==> src/design/sorted_insert_queue_defines.svh <==
// assertion macros shared by the sorted insert queue modules
`ifndef SORTED_INSERT_QUEUE_DEFINES_SVH
`define SORTED_INSERT_QUEUE_DEFINES_SVH

// property checked on every clock edge outside reset
`define SIQ_ASSERT(name, prop, msg) \
  name: assert property (@(posedge clk_i) disable iff (!rst_ni) prop) \
    else $error(msg);

// consequent checked in the cycle after the antecedent
`define SIQ_ASSERT_NEXT(name, ante, cons, msg) \
  name: assert property (@(posedge clk_i) disable iff (!rst_ni) (ante) |=> (cons)) \
    else $error(msg);

`endif

==> src/design/siq_pkg.sv <==
// package: codes, command and status types of the sorted insert queue
package siq_pkg;

  localparam int unsigned DEPTH_DEF        = 16;
  localparam int unsigned KEY_BITS_DEF     = 16;
  localparam int unsigned PAYLOAD_BITS_DEF = 32;

  typedef enum logic [1:0] {
    REQ_PUSH_FRONT = 2'd0,
    REQ_PUSH_BACK  = 2'd1,
    REQ_INSERT     = 2'd2,
    REQ_POP        = 2'd3
  } req_e;

  typedef enum logic [1:0] {
    ST_DONE  = 2'd0,
    ST_FULL  = 2'd1,
    ST_EMPTY = 2'd2
  } status_e;

  // where a new entry lands
  typedef enum logic [1:0] {
    WH_FRONT,
    WH_BACK,
    WH_ORDER
  } where_e;

  typedef enum logic [2:0] {
    OP_NONE,
    OP_INSERT,
    OP_POP,
    OP_DROP,
    OP_EMPTY
  } op_e;

  typedef struct packed {
    logic   load;
    logic   compare;
    where_e where;
    op_e    op;
  } cmd_t;

  typedef struct packed {
    logic full;
    logic empty;
  } stat_t;

endpackage

==> src/design/siq_ctrl.sv <==
// controller: request sequencing and command generation
module siq_ctrl (
  input  logic           clk_i,
  input  logic           rst_ni,
  input  logic           start,
  output logic           busy,
  input  logic [1:0]     req_type_i,
  input  siq_pkg::stat_t stat_i,
  output siq_pkg::cmd_t  cmd_o,
  output logic           done_o
);

`include "sorted_insert_queue_defines.svh"

  typedef enum logic [1:0] {
    S_IDLE,
    S_CMP,
    S_UPD
  } state_e;

  state_e         state_q;
  siq_pkg::req_e  req_q;
  logic           done_q;

  assign busy   = (state_q != S_IDLE);
  assign done_o = done_q;

  always_comb begin
    cmd_o         = '0;
    cmd_o.load    = (state_q == S_IDLE) && start;
    cmd_o.compare = (state_q == S_CMP);
    unique case (req_q)
      siq_pkg::REQ_PUSH_FRONT: cmd_o.where = siq_pkg::WH_FRONT;
      siq_pkg::REQ_PUSH_BACK:  cmd_o.where = siq_pkg::WH_BACK;
      default:                 cmd_o.where = siq_pkg::WH_ORDER;
    endcase
    cmd_o.op = siq_pkg::OP_NONE;
    if (state_q == S_UPD) begin
      if (req_q == siq_pkg::REQ_POP) begin
        cmd_o.op = stat_i.empty ? siq_pkg::OP_EMPTY : siq_pkg::OP_POP;
      end else begin
        cmd_o.op = stat_i.full ? siq_pkg::OP_DROP : siq_pkg::OP_INSERT;
      end
    end
  end

  always_ff @(posedge clk_i or negedge rst_ni) begin
    if (!rst_ni) begin
      state_q <= S_IDLE;
      req_q   <= siq_pkg::REQ_PUSH_FRONT;
      done_q  <= 1'b0;
    end else begin
      // result beat follows the update cycle
      done_q <= (state_q == S_UPD);
      unique case (state_q)
        S_IDLE: begin
          if (start) begin
            req_q   <= siq_pkg::req_e'(req_type_i);
            state_q <= S_CMP;
          end
        end
        S_CMP: begin
          state_q <= S_UPD;
        end
        S_UPD: begin
          state_q <= S_IDLE;
        end
        default: begin
          state_q <= S_IDLE;
        end
      endcase
    end
  end

  `SIQ_ASSERT(a_done_idle, done_q |-> state_q == S_IDLE, "result beat while busy")
  `SIQ_ASSERT(a_no_insert_full, cmd_o.op == siq_pkg::OP_INSERT |-> !stat_i.full, "insert into full list")
  `SIQ_ASSERT(a_no_pop_empty, cmd_o.op == siq_pkg::OP_POP |-> !stat_i.empty, "pop from empty list")

endmodule

==> src/design/siq_datapath.sv <==
// datapath: slot registers, key compare, shift and result registers
module siq_datapath #(
  parameter int unsigned DEPTH        = siq_pkg::DEPTH_DEF,
  parameter int unsigned KEY_BITS     = siq_pkg::KEY_BITS_DEF,
  parameter int unsigned PAYLOAD_BITS = siq_pkg::PAYLOAD_BITS_DEF
) (
  input  logic                              clk_i,
  input  logic                              rst_ni,
  input  siq_pkg::cmd_t                     cmd_i,
  output siq_pkg::stat_t                    stat_o,
  input  logic signed [KEY_BITS-1:0]        new_key_i,
  input  logic [PAYLOAD_BITS-1:0]           new_payload_i,
  output logic [1:0]                        status_o,
  output logic signed [KEY_BITS-1:0]        out_key_o,
  output logic [PAYLOAD_BITS-1:0]           out_payload_o,
  output logic                              out_valid_o,
  output logic [$clog2(DEPTH+1)-1:0]        entry_count_o
);

`include "sorted_insert_queue_defines.svh"

  localparam int unsigned CW  = $clog2(DEPTH + 1);
  localparam int unsigned LOG = $clog2(DEPTH);

  logic signed [KEY_BITS-1:0]     keys_q [DEPTH];
  logic [PAYLOAD_BITS-1:0]        pays_q [DEPTH];
  logic signed [KEY_BITS-1:0]     key_q;
  logic [PAYLOAD_BITS-1:0]        pay_q;
  logic [CW-1:0]                  count_q;
  logic [DEPTH-1:0]               mask_q;
  logic [DEPTH-1:0]               mask_d;
  logic [DEPTH-1:0]               valid;
  logic [DEPTH-1:0]               ge;
  logic [DEPTH-1:0]               pre;
  logic [DEPTH-1:0]               mask_up;
  logic signed [KEY_BITS-1:0]     up_key [DEPTH];
  logic signed [KEY_BITS-1:0]     dn_key [DEPTH];
  logic [PAYLOAD_BITS-1:0]        up_pay [DEPTH];
  logic [PAYLOAD_BITS-1:0]        dn_pay [DEPTH];
  siq_pkg::status_e               status_q;
  logic signed [KEY_BITS-1:0]     out_key_q;
  logic [PAYLOAD_BITS-1:0]        out_pay_q;
  logic                           out_valid_q;

  assign stat_o.full  = (count_q == CW'(DEPTH));
  assign stat_o.empty = (count_q == '0);

  // per slot compare against the new key
  always_comb begin
    for (int i = 0; i < DEPTH; i++) begin
      valid[i] = (CW'(i) < count_q);
      ge[i]    = valid[i] && (keys_q[i] >= key_q);
    end
  end

  // prefix or: slots at or after the first qualifying key
  always_comb begin
    pre = ge;
    for (int s = 0; s < LOG; s++) begin
      pre = pre | (pre << (1 << s));
    end
  end

  always_comb begin
    unique case (cmd_i.where)
      siq_pkg::WH_FRONT: mask_d = '1;
      siq_pkg::WH_BACK:  mask_d = ~valid;
      siq_pkg::WH_ORDER: mask_d = pre | ~valid;
      default:           mask_d = '1;
    endcase
  end

  // neighbor taps for the shift
  for (genvar g = 0; g < DEPTH; g++) begin : g_tap
    if (g == 0) begin : g_first
      assign mask_up[g] = 1'b0;
      assign up_key[g]  = key_q;
      assign up_pay[g]  = pay_q;
    end else begin : g_mid
      assign mask_up[g] = mask_q[g-1];
      assign up_key[g]  = keys_q[g-1];
      assign up_pay[g]  = pays_q[g-1];
    end
    if (g == DEPTH - 1) begin : g_last
      assign dn_key[g] = keys_q[g];
      assign dn_pay[g] = pays_q[g];
    end else begin : g_inner
      assign dn_key[g] = keys_q[g+1];
      assign dn_pay[g] = pays_q[g+1];
    end
  end

  always_ff @(posedge clk_i) begin
    if (cmd_i.load) begin
      key_q <= new_key_i;
      pay_q <= new_payload_i;
    end
    if (cmd_i.compare) begin
      mask_q <= mask_d;
    end
    for (int i = 0; i < DEPTH; i++) begin
      if (cmd_i.op == siq_pkg::OP_INSERT && mask_q[i]) begin
        keys_q[i] <= mask_up[i] ? up_key[i] : key_q;
        pays_q[i] <= mask_up[i] ? up_pay[i] : pay_q;
      end else if (cmd_i.op == siq_pkg::OP_POP) begin
        keys_q[i] <= dn_key[i];
        pays_q[i] <= dn_pay[i];
      end
    end
  end

  always_ff @(posedge clk_i or negedge rst_ni) begin
    if (!rst_ni) begin
      count_q <= '0;
    end else if (cmd_i.op == siq_pkg::OP_INSERT) begin
      count_q <= count_q + 1'b1;
    end else if (cmd_i.op == siq_pkg::OP_POP) begin
      count_q <= count_q - 1'b1;
    end
  end

  // result beat registers
  always_ff @(posedge clk_i) begin
    unique case (cmd_i.op)
      siq_pkg::OP_INSERT: begin
        status_q    <= siq_pkg::ST_DONE;
        out_key_q   <= mask_q[0] ? key_q : keys_q[0];
        out_pay_q   <= mask_q[0] ? pay_q : pays_q[0];
        out_valid_q <= 1'b1;
      end
      siq_pkg::OP_POP: begin
        status_q    <= siq_pkg::ST_DONE;
        out_key_q   <= keys_q[0];
        out_pay_q   <= pays_q[0];
        out_valid_q <= 1'b1;
      end
      siq_pkg::OP_DROP: begin
        status_q    <= siq_pkg::ST_FULL;
        out_key_q   <= keys_q[0];
        out_pay_q   <= pays_q[0];
        out_valid_q <= 1'b1;
      end
      siq_pkg::OP_EMPTY: begin
        status_q    <= siq_pkg::ST_EMPTY;
        out_key_q   <= '0;
        out_pay_q   <= '0;
        out_valid_q <= 1'b0;
      end
      default: begin
      end
    endcase
  end

  assign status_o      = status_q;
  assign out_key_o     = out_key_q;
  assign out_payload_o = out_pay_q;
  assign out_valid_o   = out_valid_q;
  assign entry_count_o = count_q;

  `SIQ_ASSERT(a_count_bound, count_q <= CW'(DEPTH), "fill count beyond depth")
  `SIQ_ASSERT_NEXT(a_ins_count, cmd_i.op == siq_pkg::OP_INSERT, count_q == CW'($past(count_q) + 1'b1), "insert did not grow count")
  `SIQ_ASSERT_NEXT(a_pop_count, cmd_i.op == siq_pkg::OP_POP, count_q == CW'($past(count_q) - 1'b1), "pop did not shrink count")

endmodule

==> src/design/sorted_insert_queue.sv <==
// top level of the sorted insert queue
//
//   channel   handshake             payload
//   request   start / busy          req_type_i, new_key_i, new_payload_i
//   result    done_o (one cycle)    status_o, out_key_o, out_payload_o,
//                                   out_valid_o, entry_count_o
//
// a request goes through latch, parallel key compare with prefix scan, then shift
// busy is high in the compare and update states after start is taken; done_o rises
// as busy falls and a new start is taken in that same cycle
// reset clears fill count and FSM; slot contents stay undefined until written
// the result beat is shown for one cycle and cannot be held off
module sorted_insert_queue #(
  parameter int unsigned DEPTH        = siq_pkg::DEPTH_DEF,
  parameter int unsigned KEY_BITS     = siq_pkg::KEY_BITS_DEF,
  parameter int unsigned PAYLOAD_BITS = siq_pkg::PAYLOAD_BITS_DEF
) (
  input  logic                        clk_i,
  input  logic                        rst_ni,
  input  logic                        start,
  output logic                        busy,
  input  logic [1:0]                  req_type_i,
  input  logic signed [KEY_BITS-1:0]  new_key_i,
  input  logic [PAYLOAD_BITS-1:0]     new_payload_i,
  output logic                        done_o,
  output logic [1:0]                  status_o,
  output logic signed [KEY_BITS-1:0]  out_key_o,
  output logic [PAYLOAD_BITS-1:0]     out_payload_o,
  output logic                        out_valid_o,
  output logic [$clog2(DEPTH+1)-1:0]  entry_count_o
);

  siq_pkg::cmd_t  cmd;
  siq_pkg::stat_t stat;

  siq_ctrl u_ctrl (
    .clk_i      (clk_i),
    .rst_ni     (rst_ni),
    .start      (start),
    .busy       (busy),
    .req_type_i (req_type_i),
    .stat_i     (stat),
    .cmd_o      (cmd),
    .done_o     (done_o)
  );

  siq_datapath #(
    .DEPTH        (DEPTH),
    .KEY_BITS     (KEY_BITS),
    .PAYLOAD_BITS (PAYLOAD_BITS)
  ) u_datapath (
    .clk_i         (clk_i),
    .rst_ni        (rst_ni),
    .cmd_i         (cmd),
    .stat_o        (stat),
    .new_key_i     (new_key_i),
    .new_payload_i (new_payload_i),
    .status_o      (status_o),
    .out_key_o     (out_key_o),
    .out_payload_o (out_payload_o),
    .out_valid_o   (out_valid_o),
    .entry_count_o (entry_count_o)
  );

endmodule

==> config.mk <==
export PLATFORM = sky130hd
export DESIGN_NAME = sorted_insert_queue
export DESIGN_NICKNAME = d
export VERILOG_FILES = /design/src/design/siq_pkg.sv /design/src/design/siq_ctrl.sv /design/src/design/siq_datapath.sv /design/src/design/sorted_insert_queue.sv
export VERILOG_INCLUDE_DIRS = /design/src /design/src/design
export SDC_FILE = /design/constraint.sdc
export NUM_CORES = 2
export LEC_CHECK = 0
export BUFFER_PORTS_ARGS = -buffer_cell sky130_fd_sc_hd__buf_4
export CORE_UTILIZATION = 50
export CTS_BUF_LIST = sky130_fd_sc_hd__clkbuf_16
export DETAILED_ROUTE_END_ITERATION = 8
export MAX_ROUTING_LAYER = met4
export PLACE_DENSITY = 0.77
export SLEW_MARGIN = 20
export SYNTH_ARGS = -nofsm -noshare
export SYNTH_HDL_FRONTEND = slang
export SYNTH_SLANG_ARGS = --single-unit
export TNS_END_PERCENT = 50
==> constraint.sdc <==
create_clock -name clk_i -period 13.2 [get_ports clk_i]
set_input_delay 1.98 -clock clk_i [delete_from_list [all_inputs] [get_ports clk_i]]
set_output_delay 1.98 -clock clk_i [all_outputs]
set_load 0.005 [all_outputs]
# Word level (Yosys, flattened, before mapping)
# Memory sizes are Yosys's and may differ from the RTL's.
# Index checks and enable logic that the tools add are counted.
[classes]
order_cmp = 32
bitwise = 38
n_addsub = 2
reduce_logical = 45
muxes = 143
n_eq_ne = 12
[ops]
columns = ["op", "count"]
rows = [
  ["$mux W32", 32],
  ["$mux W16", 32],
  ["$ge A16 B16 Y1", 16],
  ["$pmux W32 S3", 1],
  ["$or A16 B16 Y16", 5],
  ["$mux W1", 65],
  ["$pmux W16 S3", 1],
  ["$lt A4 B5 Y1 const A", 8],
  ["$logic_and A1 B1 Y1", 33],
  ["$or A1 B1 Y1", 32],
  ["$pmux W16 S2", 1],
  ["$lt A3 B5 Y1 const A", 4],
  ["$not A16 Y16", 1],
  ["$lt A1 B5 Y1 const A", 2],
  ["$lt A2 B5 Y1 const A", 2],
  ["$mux W5", 2],
  ["$mux W3", 3],
  ["$pmux W2 S2", 2],
  ["$eq A2 B1 Y1 const B", 3],
  ["$eq A2 B2 Y1 const B", 3],
  ["$eq A3 B2 Y1 const B", 2],
  ["$pmux W2 S3", 1],
  ["$reduce_bool A2 Y1", 3],
  ["$reduce_bool A3 Y1", 2],
  ["other kinds (13)", 16],
]
[word_totals]
word_cells = 285
reg_bits = 125
output_inout_bits = 58
input_bits = 53
ramBits = 768
n_memories = 2
[mem_list]
columns = ["memory", "depth", "width", "read_ports", "rd_clocked_by_memory_dff", "wr", "line", "text"]
rows = [
  ["u_datapath.pays_q", 16, 32, 16, 0, 16, "siq_datapath.sv:26", "logic [PAYLOAD_BITS-1:0] pays_q [DEPTH];"],
  ["u_datapath.keys_q", 16, 16, 16, 0, 16, "siq_datapath.sv:25", "logic signed [KEY_BITS-1:0] keys_q [DEPTH];"],
]

# Depth between registers and ports, before layout
[depth]
ltp_word = 9
ltp_mapped = 10

# Modules after synthesis
# A second synthesis with hierarchy kept.
[hier_totals]
cells_unflattened = 4502
area_unflattened_um2 = 49466.2
[modules_own_cells]
columns = ["mod", "n_inst", "seq_area_each_um2", "area_per_inst_um2", "cells_per_inst"]
rows = [
  ["siq_datapath", 1, 26640.6, 49217.2, 4480],
  ["siq_ctrl", 1, 125.1, 249.0, 22],
]

# Least setup slack after synthesis
# No wires, ideal clock.
[synth_path]
path_kind = "register -> register"
startpoint = "register u_ctrl.state_q[0]"
endpoint = "memory u_datapath.keys_q[0][0] (netlist bit), enable pin"
required_ns = 12.794
stages_incl_launch_ff = 8
path_slack_ns = 7.819
t_arrival_ns = 4.974
setup_ns = 0.406
cell_sequence = "dfrtp_1 nor2b_1 nand3_1 nand2b_1 clkbuf_1 clkbuf_1 buf_1 nand2_1"
[synth_rtl]
columns = ["item", "line", "text"]
rows = [
  ["start, declared", "siq_ctrl.sv:21", "state_e state_q;"],
  ["start signal, assigned", "siq_ctrl.sv:49", "state_q <= S_IDLE;"],
  ["start signal, assigned", "siq_ctrl.sv:59", "state_q <= S_CMP;"],
  ["start signal, assigned", "siq_ctrl.sv:63", "state_q <= S_UPD;"],
  ["end, declared", "siq_datapath.sv:25", ""],
]

==> results.cfg <==
[die]
die_h_um = 314
ios = 111
initial_utilization = 0.504
coreArea_um2 = 96600
die_w_um = 314
fp-row-count = 114
die_area_um2 = 98600

[yosys]
syn_area_per_cell_um2 = 11.2
synth_area_leader_cell = edfxtp_1
synth.distinct_cells = 65
seq_area_frac_synth = 0.550
async_reset_ff_frac = 0.0112
synth_edf_count = 883
ys.warnings.count = 0
syn_nets = 4664
ys.flop_type = edfxtp_1
syn_area_um2 = 48700
yosysTopAreaCellShare = 0.545
synth-seq-cells = 893
synth_cells = 4352
synth.area.top_cells = edfxtp_1 54%, mux2i_1 14%, o21ai_0 7.6%, nand2_1 6.9%, ha_1 6.7%

[timing]
tns_ns = 0
rsz0062_at_grt = false
clock.fmax_ghz = 0.217
relSlewSlack = 0.277
final_hold_viol_count = 0
maxSlewViolCount = 0
worst_slew_pin_slew_ns = 1.08
setup_viol = 0
period_minus_slack_ns = 4.62
fin_skew_ns = 0.0296
min_period_over_period = 0.350

[worst_setup_path]
cpMostUsedCell = buf_4
worstPathArrival_ns = 4.99
worstSetupPathType = flip-flop to flip-flop
cp-end-kind = flip-flop
rr_worst_depth = 7
cp.required_ns = 13.57
crit_chain = inv_1 > ha_1 > a21oi_4 > buf_4 > buf_12 > buf_4 > o21ai_0
cp_max_fo = 298
cp_slowest_cell = buf_4
cp-start-kind = flip-flop
max_stage_delay_ns = 0.84

[global_route]
use_met3 = 0.0338
met2_usage = 0.438
busiest_layer = met2
grt_overflow = 0
grt_pass1_vias = 34500
grt.total_usage = 0.252
antenna_found_initial = 0
grt_max_degree = 313
met1_usage = 0.308
grt_pass1_wl_mm = 191

[clock_network]
clock_path_buffers = 3
postCtsHoldBufs = 0
cts_resized = 0
cts_max_level = 3
cts_buffers = 91
cts-root-buf = clkbuf_16
cts_tree = done
clk_pin_slew_ns = 0.06
clkLatencyLatePin_ns = 0.68
cts_setup_buffers = 0
numClockSinks = 893

[final_layout]
drive_above_1_share = 0.0835
seqCellArea_um2 = 26800
num-fill-cells = 8067
final_net_count = 4571
diodes = 0
areaGrowthSynthToFinish_pct = 9.50
multi_input_area_um2 = 20500
stdcell_count = 5609

[power]
p_leak_nw = 20.8
power_density_nw_per_um2 = 154
vdd_drop_max_v = 0.000119

[detailed_routing]
first_pass_iters = 6
viasPerCell = 6.05
drtAntennaViolNets = 0
wl_per_cell_um = 21.7
drcViolationCount = 0
drt_wl_total_mm = 122
drt_iter0_drc = 2924
vias = 33900

[place]
dp_cells = 5441
gp_congestion = 0.960
port_buffers = 110
dp_hpwl_mm = 81.2

[worst_hold_path]
holdPathStages = 1
min_path_type = flip-flop to flip-flop

[job]
maxCapViolations = 0

[outcome]
status = completed
==> sequential cells by signal, indices dropped and copies added (netlist names) <==
name                      cells
u_ctrl.done_o                 1
u_datapath.mask_q            16
u_ctrl.req_q                  2
u_datapath.pay_q             32
u_datapath.entry_count_o      5
u_datapath.out_valid_o        1
u_datapath.key_q             16
u_datapath.keys_q           256
u_datapath.pays_q           512
u_datapath.out_key_o         16
u_ctrl.state_q                2
u_datapath.status_o           2
u_datapath.out_payload_o     32
==> path summary, 6_finish.rpt <==
check / startpoint / to / slack, ns
min in group asynchronous: rst_ni / u_ctrl.state_q[0] / 1.14
worst max register to register: u_datapath.entry_count_o[0] / u_datapath.pays_q[1][174] / 8.58
worst max-delay path: u_datapath.entry_count_o[0] / u_datapath.pays_q[1][174] / 8.58
max in group asynchronous: rst_ni / u_datapath.entry_count_o[4] / 11.88
worst min-delay path: u_ctrl.state_q[1] / u_ctrl.state_q[1] / 0.49
worst min register to register: u_ctrl.state_q[1] / u_ctrl.state_q[1] / 0.49
==> per-layer routing <==
layer	part of all wire	wire, um
met1	0.41	50000
met2	0.52	63000
met3	0.050	6090
met4	0.023	2850
met5	0	0
==> cells by family (layout without fill, tap and decap cells) <==
kind of cell / Yosys count / count (layout) / share of synthesized area
XOR/XNOR: 5 / 5 / 0.000900
buffers and inverters: 400 / 381 / 0.0309
adder cells (fa/ha/maj): 259 / 259 / 0.0666
AND/OR/NAND/NOR: 1082 / 1082 / 0.0913
multiplexers: 711 / 711 / 0.147
AO/OA/AOI/OAI: 1002 / 1002 / 0.113
flip-flops: 893 / 893 / 0.550
==> where the power goes <==
part | internal [W] | switching (W) | leakage [nW]
logic | 0.000624 | 0.00103 | 11.1
clock network | 0.00145 | 0.00115 | 1.51
registers | 0.00366 | 0.000289 | 8.20
total | 0.00574 | 0.00247 | 20.8
==> cells in the final DEF, fill, tap and decap left out, types with 46 or more instances in the layout <==
| cell | Yosys | routed |
|---|---|---|
| edfxtp_1 | 883 | 883 |
| nand2_1 | 891 | 876 |
| o21ai_0 | 743 | 742 |
| mux2i_1 | 676 | 676 |
| ha_1 | 259 | 259 |
| buf_4 | 0 | 161 |
| a21oi_1 | 99 | 98 |
| clkbuf_16 | 0 | 92 |
| inv_1 | 49 | 67 |
| a22o_1 | 48 | 48 |
| nand4_1 | 46 | 46 |
==> final cells by class <==
class | instances | share of cell area
clock buffer | 92 | 0.0432
clock inverter | 75 | 0.0121
inverter | 49 | 0.00345
multi-input combinational | 3059 | 0.385
sequential | 893 | 0.502
tap | 1276 | 0.0300
timing repair buffer | 165 | 0.0242
==> Yosys cell counts (4+ instances only) <==
cell and number:
nand2_1 891, edfxtp_1 883, o21ai_0 743, mux2i_1 676
clkbuf_1 323, ha_1 259, a21oi_1 99, inv_1 49
a22o_1 48, nand4_1 46, nor2_1 46, a21o_1 37
mux2_2 35, buf_1 26, nand3_1 17, nor2b_1 16
a211oi_1 13, nor3_1 12, o211ai_1 12, nand2b_1 11
dfrtp_1 10, a31oi_1 8, and3_1 7, nor4_1 6
o21a_1 5, or2_2 5, or4_1 5, a2111oi_0 4
a41oi_1 4
==> critical path, delay by kind of cell (launching register included) <==
family          cells  cell delay [ns]
fa+ha+maj           1             0.32
buf+inv             4             2.46
compound gates      2             0.74
flops               1             0.51
==> stage by stage <==
step                setup slack, ns  power, W   util  hold slack (ns)  area [um2]
floorplan                      7.82   0.00506      -            0.432       48700
global placement               8.86   0.00559  0.521            0.453       50300
detailed placement             8.74   0.00564  0.521            0.480       50300
CTS                            8.75   0.00822  0.551            0.488       53300
global route                   8.26   0.00854  0.552            0.518       53300
finish                         8.58   0.00821  0.552            0.489       53300
Power figures use the tool's default switching activity.
